**src/rtl/core/shabh_pkg.sv**
```systemverilog
// ----------------------------------------------------------------------------
// SHA-256 byte hasher package
// Shared types, constants and round functions for the byte hasher core.
// ----------------------------------------------------------------------------
package shabh_pkg;

  localparam int QUEUE_DEPTH = 4;
  localparam int IN_TDATA_W  = 8;
  localparam int OUT_TDATA_W = 40;
  localparam int BLOCK_W     = 512;
  localparam int COUNT_W     = 55;

  localparam logic OP_ABSORB = 1'b0;
  localparam logic OP_FINISH = 1'b1;

  localparam logic [7:0] PAD_MARK    = 8'h80;
  localparam logic [5:0] PAD_LEN_POS = 6'd56;
  localparam logic [5:0] LAST_POS    = 6'd63;
  localparam logic [5:0] LAST_ROUND  = 6'd63;
  localparam logic [2:0] LAST_WORD   = 3'd7;

  localparam logic [31:0] HASH_IV [8] = '{
    32'h6a09e667, 32'hbb67ae85, 32'h3c6ef372, 32'ha54ff53a,
    32'h510e527f, 32'h9b05688c, 32'h1f83d9ab, 32'h5be0cd19
  };

  typedef struct packed {
    logic       op;
    logic [7:0] data;
  } item_t;

  function automatic logic [31:0] big_sigma0(input logic [31:0] x);
    return {x[1:0], x[31:2]} ^ {x[12:0], x[31:13]} ^ {x[21:0], x[31:22]};
  endfunction

  function automatic logic [31:0] big_sigma1(input logic [31:0] x);
    return {x[5:0], x[31:6]} ^ {x[10:0], x[31:11]} ^ {x[24:0], x[31:25]};
  endfunction

  function automatic logic [31:0] small_sigma0(input logic [31:0] x);
    return {x[6:0], x[31:7]} ^ {x[17:0], x[31:18]} ^ {3'b000, x[31:3]};
  endfunction

  function automatic logic [31:0] small_sigma1(input logic [31:0] x);
    return {x[16:0], x[31:17]} ^ {x[18:0], x[31:19]} ^ {10'b0, x[31:10]};
  endfunction

  function automatic logic [31:0] round_k(input logic [5:0] idx);
    logic [31:0] k;
    case (idx)
      6'd0:  k = 32'h428a2f98;
      6'd1:  k = 32'h71374491;
      6'd2:  k = 32'hb5c0fbcf;
      6'd3:  k = 32'he9b5dba5;
      6'd4:  k = 32'h3956c25b;
      6'd5:  k = 32'h59f111f1;
      6'd6:  k = 32'h923f82a4;
      6'd7:  k = 32'hab1c5ed5;
      6'd8:  k = 32'hd807aa98;
      6'd9:  k = 32'h12835b01;
      6'd10: k = 32'h243185be;
      6'd11: k = 32'h550c7dc3;
      6'd12: k = 32'h72be5d74;
      6'd13: k = 32'h80deb1fe;
      6'd14: k = 32'h9bdc06a7;
      6'd15: k = 32'hc19bf174;
      6'd16: k = 32'he49b69c1;
      6'd17: k = 32'hefbe4786;
      6'd18: k = 32'h0fc19dc6;
      6'd19: k = 32'h240ca1cc;
      6'd20: k = 32'h2de92c6f;
      6'd21: k = 32'h4a7484aa;
      6'd22: k = 32'h5cb0a9dc;
      6'd23: k = 32'h76f988da;
      6'd24: k = 32'h983e5152;
      6'd25: k = 32'ha831c66d;
      6'd26: k = 32'hb00327c8;
      6'd27: k = 32'hbf597fc7;
      6'd28: k = 32'hc6e00bf3;
      6'd29: k = 32'hd5a79147;
      6'd30: k = 32'h06ca6351;
      6'd31: k = 32'h14292967;
      6'd32: k = 32'h27b70a85;
      6'd33: k = 32'h2e1b2138;
      6'd34: k = 32'h4d2c6dfc;
      6'd35: k = 32'h53380d13;
      6'd36: k = 32'h650a7354;
      6'd37: k = 32'h766a0abb;
      6'd38: k = 32'h81c2c92e;
      6'd39: k = 32'h92722c85;
      6'd40: k = 32'ha2bfe8a1;
      6'd41: k = 32'ha81a664b;
      6'd42: k = 32'hc24b8b70;
      6'd43: k = 32'hc76c51a3;
      6'd44: k = 32'hd192e819;
      6'd45: k = 32'hd6990624;
      6'd46: k = 32'hf40e3585;
      6'd47: k = 32'h106aa070;
      6'd48: k = 32'h19a4c116;
      6'd49: k = 32'h1e376c08;
      6'd50: k = 32'h2748774c;
      6'd51: k = 32'h34b0bcb5;
      6'd52: k = 32'h391c0cb3;
      6'd53: k = 32'h4ed8aa4a;
      6'd54: k = 32'h5b9cca4f;
      6'd55: k = 32'h682e6ff3;
      6'd56: k = 32'h748f82ee;
      6'd57: k = 32'h78a5636f;
      6'd58: k = 32'h84c87814;
      6'd59: k = 32'h8cc70208;
      6'd60: k = 32'h90befffa;
      6'd61: k = 32'ha4506ceb;
      6'd62: k = 32'hbef9a3f7;
      6'd63: k = 32'hc67178f2;
      default: k = 32'h0;
    endcase
    return k;
  endfunction

endpackage

```
**src/rtl/core/shabh_front.sv**
```systemverilog
// ----------------------------------------------------------------------------
// SHA-256 byte hasher front end
// Accepts input words, tags them as absorb or finish, and queues them.
// ----------------------------------------------------------------------------
module shabh_front import shabh_pkg::*; #(
  parameter int Depth = QUEUE_DEPTH
) (
  input  logic                  clk,
  input  logic                  rst,
  input  logic                  s_axis_tvalid,
  output logic                  s_axis_tready,
  input  logic [IN_TDATA_W-1:0] s_axis_tdata,  // message_byte
  input  logic                  s_axis_tuser,  // op
  output logic                  q_valid,
  input  logic                  q_ready,
  output item_t                 q_item
);

  localparam int PtrW = (Depth > 1) ? $clog2(Depth) : 1;
  localparam int CntW = $clog2(Depth + 1);

  item_t            store [Depth];
  logic [PtrW-1:0]  wr_ptr;
  logic [PtrW-1:0]  rd_ptr;
  logic [CntW-1:0]  count;
  logic             push;
  logic             pop;
  item_t            in_item;

  assign s_axis_tready = (count != CntW'(Depth));
  assign q_valid       = (count != '0);
  assign q_item        = store[rd_ptr];
  assign push          = s_axis_tvalid && s_axis_tready;
  assign pop           = q_valid && q_ready;

  always_comb begin
    in_item.op   = (s_axis_tuser == OP_FINISH) ? OP_FINISH : OP_ABSORB;
    in_item.data = s_axis_tdata;
  end

  always_ff @(posedge clk) begin
    if (push) begin
      store[wr_ptr] <= in_item;
    end
  end

  always_ff @(posedge clk) begin
    if (rst) begin
      wr_ptr <= '0;
      rd_ptr <= '0;
      count  <= '0;
    end else begin
      if (push) begin
        wr_ptr <= (wr_ptr == PtrW'(Depth - 1)) ? '0 : wr_ptr + 1'b1;
      end
      if (pop) begin
        rd_ptr <= (rd_ptr == PtrW'(Depth - 1)) ? '0 : rd_ptr + 1'b1;
      end
      if (push && !pop) begin
        count <= count + 1'b1;
      end else if (pop && !push) begin
        count <= count - 1'b1;
      end
    end
  end

  a_count_bound: assert property (@(posedge clk) disable iff (rst)
    count <= CntW'(Depth))
    else $error("Queue count exceeds its depth.");

endmodule

```
**src/rtl/core/shabh_back.sv**
```systemverilog
// ----------------------------------------------------------------------------
// SHA-256 byte hasher back end
// Builds blocks, pads messages, runs the compression rounds, emits digests.
// ----------------------------------------------------------------------------
module shabh_back import shabh_pkg::*; (
  input  logic                   clk,
  input  logic                   rst,
  input  logic                   q_valid,
  output logic                   q_ready,
  input  item_t                  q_item,
  output logic                   m_axis_tvalid,
  input  logic                   m_axis_tready,
  output logic [OUT_TDATA_W-1:0] m_axis_tdata,  // digest_word, word_index, zero fill
  output logic                   m_axis_tlast   // last
);

  localparam logic [2:0] ST_ABSORB = 3'd0;
  localparam logic [2:0] ST_PAD    = 3'd1;
  localparam logic [2:0] ST_ROUND  = 3'd2;
  localparam logic [2:0] ST_FOLD   = 3'd3;
  localparam logic [2:0] ST_EMIT   = 3'd4;

  logic [2:0]         state;
  logic [5:0]         pos;
  logic [5:0]         rnd;
  logic [COUNT_W-1:0] blocks;
  logic [63:0]        total;
  logic               pad_first;
  logic               len_active;
  logic               final_blk;
  logic               in_pad;
  logic [2:0]         widx;
  logic [BLOCK_W-1:0] blk;
  logic [31:0]        hash [8];
  logic [31:0]        v [8];
  logic [31:0]        out_word;
  logic [2:0]         out_idx;
  logic               out_last;

  logic        absorb_fire;
  logic        finish_fire;
  logic        pad_len;
  logic [7:0]  pad_byte;
  logic        byte_we;
  logic [7:0]  byte_in;
  logic        emit_fire;
  logic [31:0] w0;
  logic [31:0] w1;
  logic [31:0] w9;
  logic [31:0] w14;
  logic [31:0] w_new;
  logic [31:0] ch;
  logic [31:0] maj;
  logic [31:0] t1;
  logic [31:0] t2;

  assign q_ready     = (state == ST_ABSORB);
  assign absorb_fire = q_valid && q_ready && (q_item.op == OP_ABSORB);
  assign finish_fire = q_valid && q_ready && (q_item.op == OP_FINISH);
  assign pad_len     = !pad_first && ((pos == PAD_LEN_POS) || len_active);
  assign pad_byte    = pad_first ? PAD_MARK : (pad_len ? total[63:56] : 8'h00);
  assign byte_we     = absorb_fire || (state == ST_PAD);
  assign byte_in     = (state == ST_PAD) ? pad_byte : q_item.data;
  assign emit_fire   = (state == ST_EMIT) && (!m_axis_tvalid || m_axis_tready);

  assign w0    = blk[511:480];
  assign w1    = blk[479:448];
  assign w9    = blk[223:192];
  assign w14   = blk[63:32];
  assign w_new = small_sigma1(w14) + w9 + small_sigma0(w1) + w0;
  assign ch    = (v[4] & v[5]) ^ (~v[4] & v[6]);
  assign maj   = (v[0] & v[1]) ^ (v[0] & v[2]) ^ (v[1] & v[2]);
  assign t1    = v[7] + big_sigma1(v[4]) + ch + round_k(rnd) + w0;
  assign t2    = big_sigma0(v[0]) + maj;

  assign m_axis_tdata = {{(OUT_TDATA_W - 35){1'b0}}, out_idx, out_word};
  assign m_axis_tlast = out_last;

  always_ff @(posedge clk) begin
    if (byte_we) begin
      blk <= {blk[BLOCK_W-9:0], byte_in};
      if (pos == LAST_POS) begin
        v <= hash;
      end
    end else if (state == ST_ROUND) begin
      blk  <= {blk[BLOCK_W-33:0], w_new};
      v[7] <= v[6];
      v[6] <= v[5];
      v[5] <= v[4];
      v[4] <= v[3] + t1;
      v[3] <= v[2];
      v[2] <= v[1];
      v[1] <= v[0];
      v[0] <= t1 + t2;
    end
    if (finish_fire) begin
      total <= {blocks, pos, 3'b000};
    end else if ((state == ST_PAD) && pad_len) begin
      total <= {total[55:0], 8'h00};
    end
    if (emit_fire) begin
      out_word <= hash[widx];
      out_idx  <= widx;
      out_last <= (widx == LAST_WORD);
    end
  end

  always_ff @(posedge clk) begin
    if (rst) begin
      state         <= ST_ABSORB;
      pos           <= '0;
      rnd           <= '0;
      blocks        <= '0;
      pad_first     <= 1'b0;
      len_active    <= 1'b0;
      final_blk     <= 1'b0;
      in_pad        <= 1'b0;
      widx          <= '0;
      m_axis_tvalid <= 1'b0;
      hash          <= HASH_IV;
    end else begin
      if (m_axis_tready && !emit_fire) begin
        m_axis_tvalid <= 1'b0;
      end
      if (byte_we) begin
        pos <= pos + 1'b1;
        if (pos == LAST_POS) begin
          state     <= ST_ROUND;
          rnd       <= '0;
          final_blk <= (state == ST_PAD) && pad_len;
        end
      end
      case (state)
        ST_ABSORB: begin
          if (finish_fire) begin
            pad_first  <= 1'b1;
            len_active <= 1'b0;
            in_pad     <= 1'b1;
            state      <= ST_PAD;
          end
        end
        ST_PAD: begin
          pad_first <= 1'b0;
          if (pad_len) begin
            len_active <= 1'b1;
          end
        end
        ST_ROUND: begin
          rnd <= rnd + 1'b1;
          if (rnd == LAST_ROUND) begin
            state <= ST_FOLD;
          end
        end
        ST_FOLD: begin
          for (int i = 0; i < 8; i++) begin
            hash[i] <= hash[i] + v[i];
          end
          blocks <= blocks + 1'b1;
          widx   <= '0;
          if (final_blk) begin
            state <= ST_EMIT;
          end else if (in_pad) begin
            state <= ST_PAD;
          end else begin
            state <= ST_ABSORB;
          end
        end
        ST_EMIT: begin
          if (emit_fire) begin
            m_axis_tvalid <= 1'b1;
            widx          <= widx + 1'b1;
            if (widx == LAST_WORD) begin
              hash       <= HASH_IV;
              pos        <= '0;
              blocks     <= '0;
              in_pad     <= 1'b0;
              len_active <= 1'b0;
              final_blk  <= 1'b0;
              state      <= ST_ABSORB;
            end
          end
        end
        default: begin
          state <= ST_ABSORB;
        end
      endcase
    end
  end

  a_round_idle: assert property (@(posedge clk) disable iff (rst)
    (state != ST_ROUND) |-> (rnd == '0))
    else $error("Round counter is nonzero outside the compression rounds.");

  a_last_word: assert property (@(posedge clk) disable iff (rst)
    m_axis_tvalid |-> (m_axis_tlast == (out_idx == LAST_WORD)))
    else $error("Last flag does not match the final digest word.");

  a_absorb_clean: assert property (@(posedge clk) disable iff (rst)
    (state == ST_ABSORB) |-> (!in_pad && !len_active))
    else $error("Padding flags are set while absorbing message bytes.");

  a_emit_aligned: assert property (@(posedge clk) disable iff (rst)
    (state == ST_EMIT) |-> (pos == '0))
    else $error("Digest output starts with a partly filled block.");

endmodule

```
**src/rtl/core/sha256_byte_hasher_core.sv**
```systemverilog
// ----------------------------------------------------------------------------
// SHA-256 byte hasher core
// Hashes a byte stream and emits the eight digest words on a finish word.
// ----------------------------------------------------------------------------
// Each absorb word adds one message byte to the block buffer. A full
// 64-byte block then holds off further bytes while the single round unit
// runs the 64 compression rounds and a fold step adds the result into the
// hash. A finish word generates its padding and length bytes at one per
// cycle, runs one or two more compressions and then emits eight digest
// words, word 0 first, one per cycle while the output side is ready. An
// input queue of QueueDepth words keeps accepting input while the rounds
// run or a digest word waits.
// ----------------------------------------------------------------------------
module sha256_byte_hasher_core import shabh_pkg::*; #(
  parameter int QueueDepth = QUEUE_DEPTH
) (
  input  logic                   clk,
  input  logic                   rst,
  input  logic                   s_axis_tvalid,
  output logic                   s_axis_tready,
  input  logic [IN_TDATA_W-1:0]  s_axis_tdata,   // message_byte
  input  logic                   s_axis_tuser,   // op
  output logic                   m_axis_tvalid,
  input  logic                   m_axis_tready,
  output logic [OUT_TDATA_W-1:0] m_axis_tdata,   // digest_word, word_index, zero fill
  output logic                   m_axis_tlast    // last
);

  logic  q_valid;
  logic  q_ready;
  item_t q_item;

  shabh_front #(
    .Depth(QueueDepth)
  ) u_front (
    .clk          (clk),
    .rst          (rst),
    .s_axis_tvalid(s_axis_tvalid),
    .s_axis_tready(s_axis_tready),
    .s_axis_tdata (s_axis_tdata),
    .s_axis_tuser (s_axis_tuser),
    .q_valid      (q_valid),
    .q_ready      (q_ready),
    .q_item       (q_item)
  );

  shabh_back u_back (
    .clk          (clk),
    .rst          (rst),
    .q_valid      (q_valid),
    .q_ready      (q_ready),
    .q_item       (q_item),
    .m_axis_tvalid(m_axis_tvalid),
    .m_axis_tready(m_axis_tready),
    .m_axis_tdata (m_axis_tdata),
    .m_axis_tlast (m_axis_tlast)
  );

endmodule

```
**config.mk**
```make
export PLATFORM = sky130hd
export DESIGN_NAME = sha256_byte_hasher_core
export DESIGN_NICKNAME = d
export VERILOG_FILES = /design/src/rtl/core/shabh_pkg.sv /design/src/rtl/core/shabh_front.sv /design/src/rtl/core/shabh_back.sv /design/src/rtl/core/sha256_byte_hasher_core.sv
export SDC_FILE = /design/constraint.sdc
export NUM_CORES = 2
export LEC_CHECK = 0
export BUFFER_PORTS_ARGS = -buffer_cell sky130_fd_sc_hd__buf_2
export CAP_MARGIN = 20
export CORE_MARGIN = 3
export CORE_UTILIZATION = 45
export DETAILED_ROUTE_END_ITERATION = 8
export GPL_TIMING_DRIVEN = 0
export SETUP_SLACK_MARGIN = 0.15
export SLEW_MARGIN = 20
export SYNTH_ARGS = -nofsm -noshare
export SYNTH_HDL_FRONTEND = slang
export SYNTH_SLANG_ARGS = --single-unit
```
**constraint.sdc**
```tcl
create_clock -name clk -period 20.7 [get_ports clk]
set_input_delay 6.21 -clock clk [delete_from_list [all_inputs] [get_ports clk]]
set_output_delay 6.21 -clock clk [all_outputs]
set_load 0.02 [all_outputs]
```
### After elaboration in Yosys (flattened, before gate mapping)

Memory sizes are Yosys's and may differ from the RTL's. A register that Yosys moved wholly into a read port is not among the register bits.
Cells that the tools add are included.

| storage, ports and cells | value |
|---|---|
| bits in read-only memories | 2048 |
| logic and storage cells | 197 |
| register bits | 1206 |
| bits in writable memories | 36 |
| memories | 2 |
| output and inout bits | 43 |

| cells by class | value |
|---|---|
| reductions and logical operators | 35 |
| bitwise logic cells | 19 |
| mux-type cells | 64 |
| $add $sub $neg | 26 |
| equal/unequal tests | 16 |
| $lt $le $gt $ge | 1 |

Memories:

| name | depth | width | rd ports | clocked after Yosys merged registers in | write ports | RTL line | text |
|---|---|---|---|---|---|---|---|
| (no name shown) | 64 | 32 | 1 | 1 | 0 | shabh_pkg.sv:50 | `case (idx)` |
| u_front.store | 4 | 9 | 1 | 1 | 1 | shabh_front.sv:22 | `item_t store [Depth];` |

Operators with widths:

| kind | count |
|---|---|
| $mux 256 | 5 |
| $mux 512 | 2 |
| $add 32x32->32 | 18 |
| $pmux 256 s2 | 1 |
| $xor 32x32->32 | 9 |
| $and 32x32->32 | 5 |
| $mux 64 | 2 |
| $mux 55 | 2 |
| $pmux 55 s2 | 1 |
| $bmux 32 s3 | 1 |
| $mux 32 | 2 |
| $add 55x1->55 const B | 1 |
| $mux 6 | 9 |
| $not 32->32 | 1 |
| $xor 32x22->32 | 1 |
| $xor 32x29->32 | 1 |
| $mux 3 | 10 |
| $mux 8 | 3 |
| $eq 6x6->1 const B | 3 |
| $mux 1 | 17 |
| $pmux 3 s5 | 1 |
| $reduce_bool 2->1 | 7 |
| $add 6x1->6 const B | 2 |
| $logic_and 1x1->1 | 10 |
| other kinds (25) | 47 |

### Depth between registers and ports, before layout

| depth | value |
|---|---|
| word-level depth | 9 |
| mapped depth | 36 |
| depth with buffers taken out | 35 |

### Modules after synthesis

Synthesis repeated with hierarchy kept, for this count alone.

| unflattened totals | value |
|---|---|
| cells, all modules | 8781 |
| area, all modules | 80672.4 µm² |

By module, submodules not included:

| module | cells each | area an instance (µm²) | sequential area each (µm²) | times used |
|---|---|---|---|---|
| shabh_back | 8686 | 78895.7 | 33301.9 | 1 |
| shabh_front | 95 | 1776.7 | 1261.2 | 1 |

### Worst setup path before layout

OpenSTA, ideal clock, no wires.

| timing | value |
|---|---|
| kind | reg2reg |
| start point | register (tool-made name) |
| end point | register u_back.blk[0] (enable) |
| data required time | 19.729 ns |
| data arrival time | 14.508 ns |
| stages on the path, launching flop included | 8 |
| setup slack | 5.221 ns |
| setup time | 0.971 ns |
| path through | dfxtp_1 -> buf_6 -> mux4_2 -> o31ai_4 -> clkbuf_1 -> clkbuf_1 -> clkbuf_1 -> nand2b_1 |

RTL lines:

| item | RTL line | text |
|---|---|---|
| to (signal assigned) | shabh_back.sv:81 | `blk <= {blk[BLOCK_W-9:0], byte_in};` |
| to (signal assigned) | shabh_back.sv:86 | `blk <= {blk[BLOCK_W-33:0], w_new};` |
| to (decl) | shabh_back.sv:33 | `logic [BLOCK_W-1:0] blk;` |

==> out/qor.csv <==
stage,metric,value,unit
synthesis,synth_edf_count,901,
run,max-cap-violations,0,
status,run_status,finished clean,
sta,rsz0062_at_grt,false,
detailed_routing,finalWirelength,297000,um
worst_setup_path,critical_path.max_stage_delay,0.92,ns
worst_setup_path,crit_fanout,10,
sta,final.min_clock_period,10.20,ns
placement,gpl.final_weighted_congestion,1.02,
clock_network,cts-htree-levels,4,
floorplan,num_io_pins,56,
worst_setup_path,crit_path_cell_trace,buf_2 -> clkbuf_1 -> or2_2 -> buf_2 -> inv_1 -> ha_1 -> clkbuf_1 -> clkbuf_1 -> a21oi_1 -> o311ai_0 -> o21ai_1,
floorplan,std_cell_rows,153,
synthesis,async_reset_ff_share,0,%
worst_hold_path,worst_hold_path_type,reg -> reg,
floorplan,floorplan.die_area,182000,um^2
clock_network,numCtsBuffers,147,
clock_network,ctsHoldBuffers,0,
worst_setup_path,critPathArrivalTime,10.75,ns
detailed_routing,wire_per_inst,30.0,um
detailed_routing,iteration_count_of_the_initial_detailed_routing_pass,6,
sta,final.period_utilization,49.3,%
worst_setup_path,cp_data_required_time,21.25,ns
global_route,grt_pass1_vias,58400,
placement,buffer_ports.inserted,50,
clock_network,worst_skew_pair.late_latency,0.83,ns
worst_setup_path,cpMostUsedCell,sky130_fd_sc_hd__clkbuf_1,
sta,finalSetupViolations,0,
clock_network,clkTransAtPathRegs,0.06,ns
clock_network,clockRootBuffer,sky130_fd_sc_hd__clkbuf_16,
layout,finalCoreUtilization,50.4,%
layout,final_nets,8071,
detailed_routing,antenna_left,0,
worst_setup_path,setup.worst_path.start_class,input port,
clock_network,post_cts.resized_instances,0,
layout,register_area,34600,um^2
synthesis,ys_top_cells_by_area,"sky130_fd_sc_hd__edfxtp_1 (34%), sky130_fd_sc_hd__mux2_2 (10%), sky130_fd_sc_hd__dfxtp_1 (9.5%)",
worst_setup_path,reg2reg_setup_slack,10.67,ns
synthesis,yosys_warnings,0,
floorplan,core_area,175000,um^2
worst_setup_path,path_class,in -> reg,
clock_network,tritoncts,built,
floorplan,dieWidth,426,um
global_route,grt_antenna_before_repair,23,
synthesis,library_cell_occupying_the_most_area_in_the_post_synthesis_netlist,sky130_fd_sc_hd__edfxtp_1,
sta,max_clock_freq,0.0981,GHz
sta,actual_slew_at_the_worst_max_slew_pin,1.32,ns
synthesis,synth.avg_cell_area,11.0,um^2
synthesis,synth_cells,7240,
detailed_routing,detail_route.vias_per_cell,6.17,
sta,fin_ws,10.50,ns
sta,timing.final.max_slew_violations,0,
layout,area_growth_syn_to_layout,10.9,%
synthesis,netlist_area,79400,um^2
global_route,grt_start_max_net_pins,90,
worst_setup_path,cp_top_family,buffers and inverters,
detailed_routing,routed-via-count,61200,
clock_network,cts.path.max_buffers,3,
floorplan,starting_density_of_the_core,45.5,%
sta,clock_skew,0.0517,ns
synthesis,top_cells_by_instance_count_after_synthesis,"sky130_fd_sc_hd__edfxtp_1 (901), sky130_fd_sc_hd__mux2_2 (725), sky130_fd_sc_hd__nand2_1 (537), sky130_fd_sc_hd__a21oi_1 (492), sky130_fd_sc_hd__o21ai_0 (484)",
synthesis,synthDistinctLibCells,92,
worst_setup_path,crit_path_end_kind,flip-flop,
synthesis,synth_ff_type,sky130_fd_sc_hd__edfxtp_1,
layout,final_cell_area,88000,um^2
clock_network,tritoncts_num_sinks,1276,
floorplan,floorplan.die.height,426,um
detailed_routing,detail_route.iter0.violations,7597,
clock_network,postCtsSetupRepairBufs,0,
synthesis,synth.ff_latch_count,1276,
global_route,grt.total_usage,32.2,%
synthesis,portion_of_synthesized_cell_area_occupied_by_the_leading_cell_type,34.1,%
synthesis,yosysSeqAreaShare,43.5,%
layout,final_layout_size_suffix_gt1_share,15.8,%
placement,place.detailed.hpwl,229000,um
detailed_routing,drc,0,
global_route,first_pass_grt_wire_length,420000,um
placement,place_worst_setup_slack,10.02,ns
sta,max-slew-margin-rel,11.8,%
placement,placement.cell_area,83100,um^2
layout,n_fill_cell,15900,
worst_setup_path,crit_path_top_delay_cell,sky130_fd_sc_hd__o311ai_0,
global_route,globalRouteOverflowTotal,0,
worst_setup_path,wp_buf_inv,6,
sta,report.final.hold_viol_count,0,
layout,multi_input_comb_area,42100,um^2
synthesis,synth.most_common_cell,sky130_fd_sc_hd__edfxtp_1,
-- worst paths after layout --
check                  endpoint  cells past startpoint     startpoint
setup / recovery      flip-flop                     11            rst
hold / removal    u_back.in_pad                      2  u_back.in_pad
setup reg to reg  u_back.v[255]                     32  u_back.v[108]
hold reg to reg   u_back.in_pad                      2  u_back.in_pad
-- layout make-up --
cell class	count	share of cell area, %
multi-input combinational	5244	47.8
sequential	1276	39.3
clock buffer	198	4.55
tap	2325	3.31
inverter	379	1.63
buffer	345	1.60
clock inverter	75	0.999
timing repair buffer	69	0.822
antenna	2	0.00569
-- metrics by stage --
step,instances,TNS [ns],hold slack (ns)
CTS,9911,0,0.477
global placement,9619,-1470.41,0.457
finish,9913,0,0.473
floorplan,7244,0,0.435
detailed placement,9638,0,0.464
global route,9911,0,0.511
-- cells in the final DEF, fill, tap and decap left out, types with 100 or more instances in the layout --
| cell | instances |
|---|---|
| sky130_fd_sc_hd__edfxtp_1 | 901 |
| sky130_fd_sc_hd__mux2_2 | 725 |
| sky130_fd_sc_hd__nand2_1 | 536 |
| sky130_fd_sc_hd__a21oi_1 | 490 |
| sky130_fd_sc_hd__o21ai_0 | 484 |
| sky130_fd_sc_hd__ha_1 | 400 |
| sky130_fd_sc_hd__xnor2_1 | 389 |
| sky130_fd_sc_hd__nor2_1 | 377 |
| sky130_fd_sc_hd__dfxtp_1 | 375 |
| sky130_fd_sc_hd__inv_1 | 372 |
| sky130_fd_sc_hd__clkbuf_1 | 296 |
| sky130_fd_sc_hd__xor2_1 | 232 |
| sky130_fd_sc_hd__a21o_1 | 200 |
| sky130_fd_sc_hd__fa_1 | 196 |
| sky130_fd_sc_hd__clkbuf_16 | 149 |
| sky130_fd_sc_hd__nand3_1 | 100 |
-- per-layer routing --
| metal | up-vias | GRT usage [%] | share of wire, % |
|---|---|---|---|
| li1 | 26900 | - | - |
| met1 | 30800 | 45.6 | 43 |
| met2 | 2943 | 46.9 | 42 |
| met3 | 538 | 8.31 | 10 |
| met4 | 2 | 13.0 | 4.5 |
| met5 | - | 0 | 0.0040 |
-- cells by family (layout without fill, tap and decap cells) --
kind of cell | after synthesis | in the layout | share of synthesized area (%)
XOR/XNOR | 623 | 623 | 6.87
adder cells (fa/ha/maj) | 599 | 599 | 11.3
buffers and inverters | 724 | 1066 | 3.52
multiplexers | 815 | 815 | 12.6
AND/OR/NAND/NOR | 1431 | 1431 | 8.25
AO/OA/AOI/OAI | 1771 | 1771 | 14.0
flip-flops | 1276 | 1276 | 43.5
other | 1 | 7 | 0.00472
-- sequential cells by signal, indices dropped and copies added, names as in the netlist, 2 cells and up, named ones only --
register and flops:
u_back.hash 256, u_back.state 3, u_front.wr_ptr 2, u_back.out_word 32
u_back.widx 3, u_back.total 61, u_back.blocks 55, u_front.count 3
u_front.store 36, u_front.rd_ptr 2, u_back.blk 512, u_back.pos 6
u_back.out_idx 3, u_back.rnd 6, u_back.v 256
-- worst min-delay path, delay by kind of cell (launching register included) --
kind	cells	cell delay [ns]
DFF	1	0.33
and+or+nand+nor	2	0.12
Power is not shown: default switching activity piles up to over one toggle a cycle in this logic, so the estimate is an artifact.
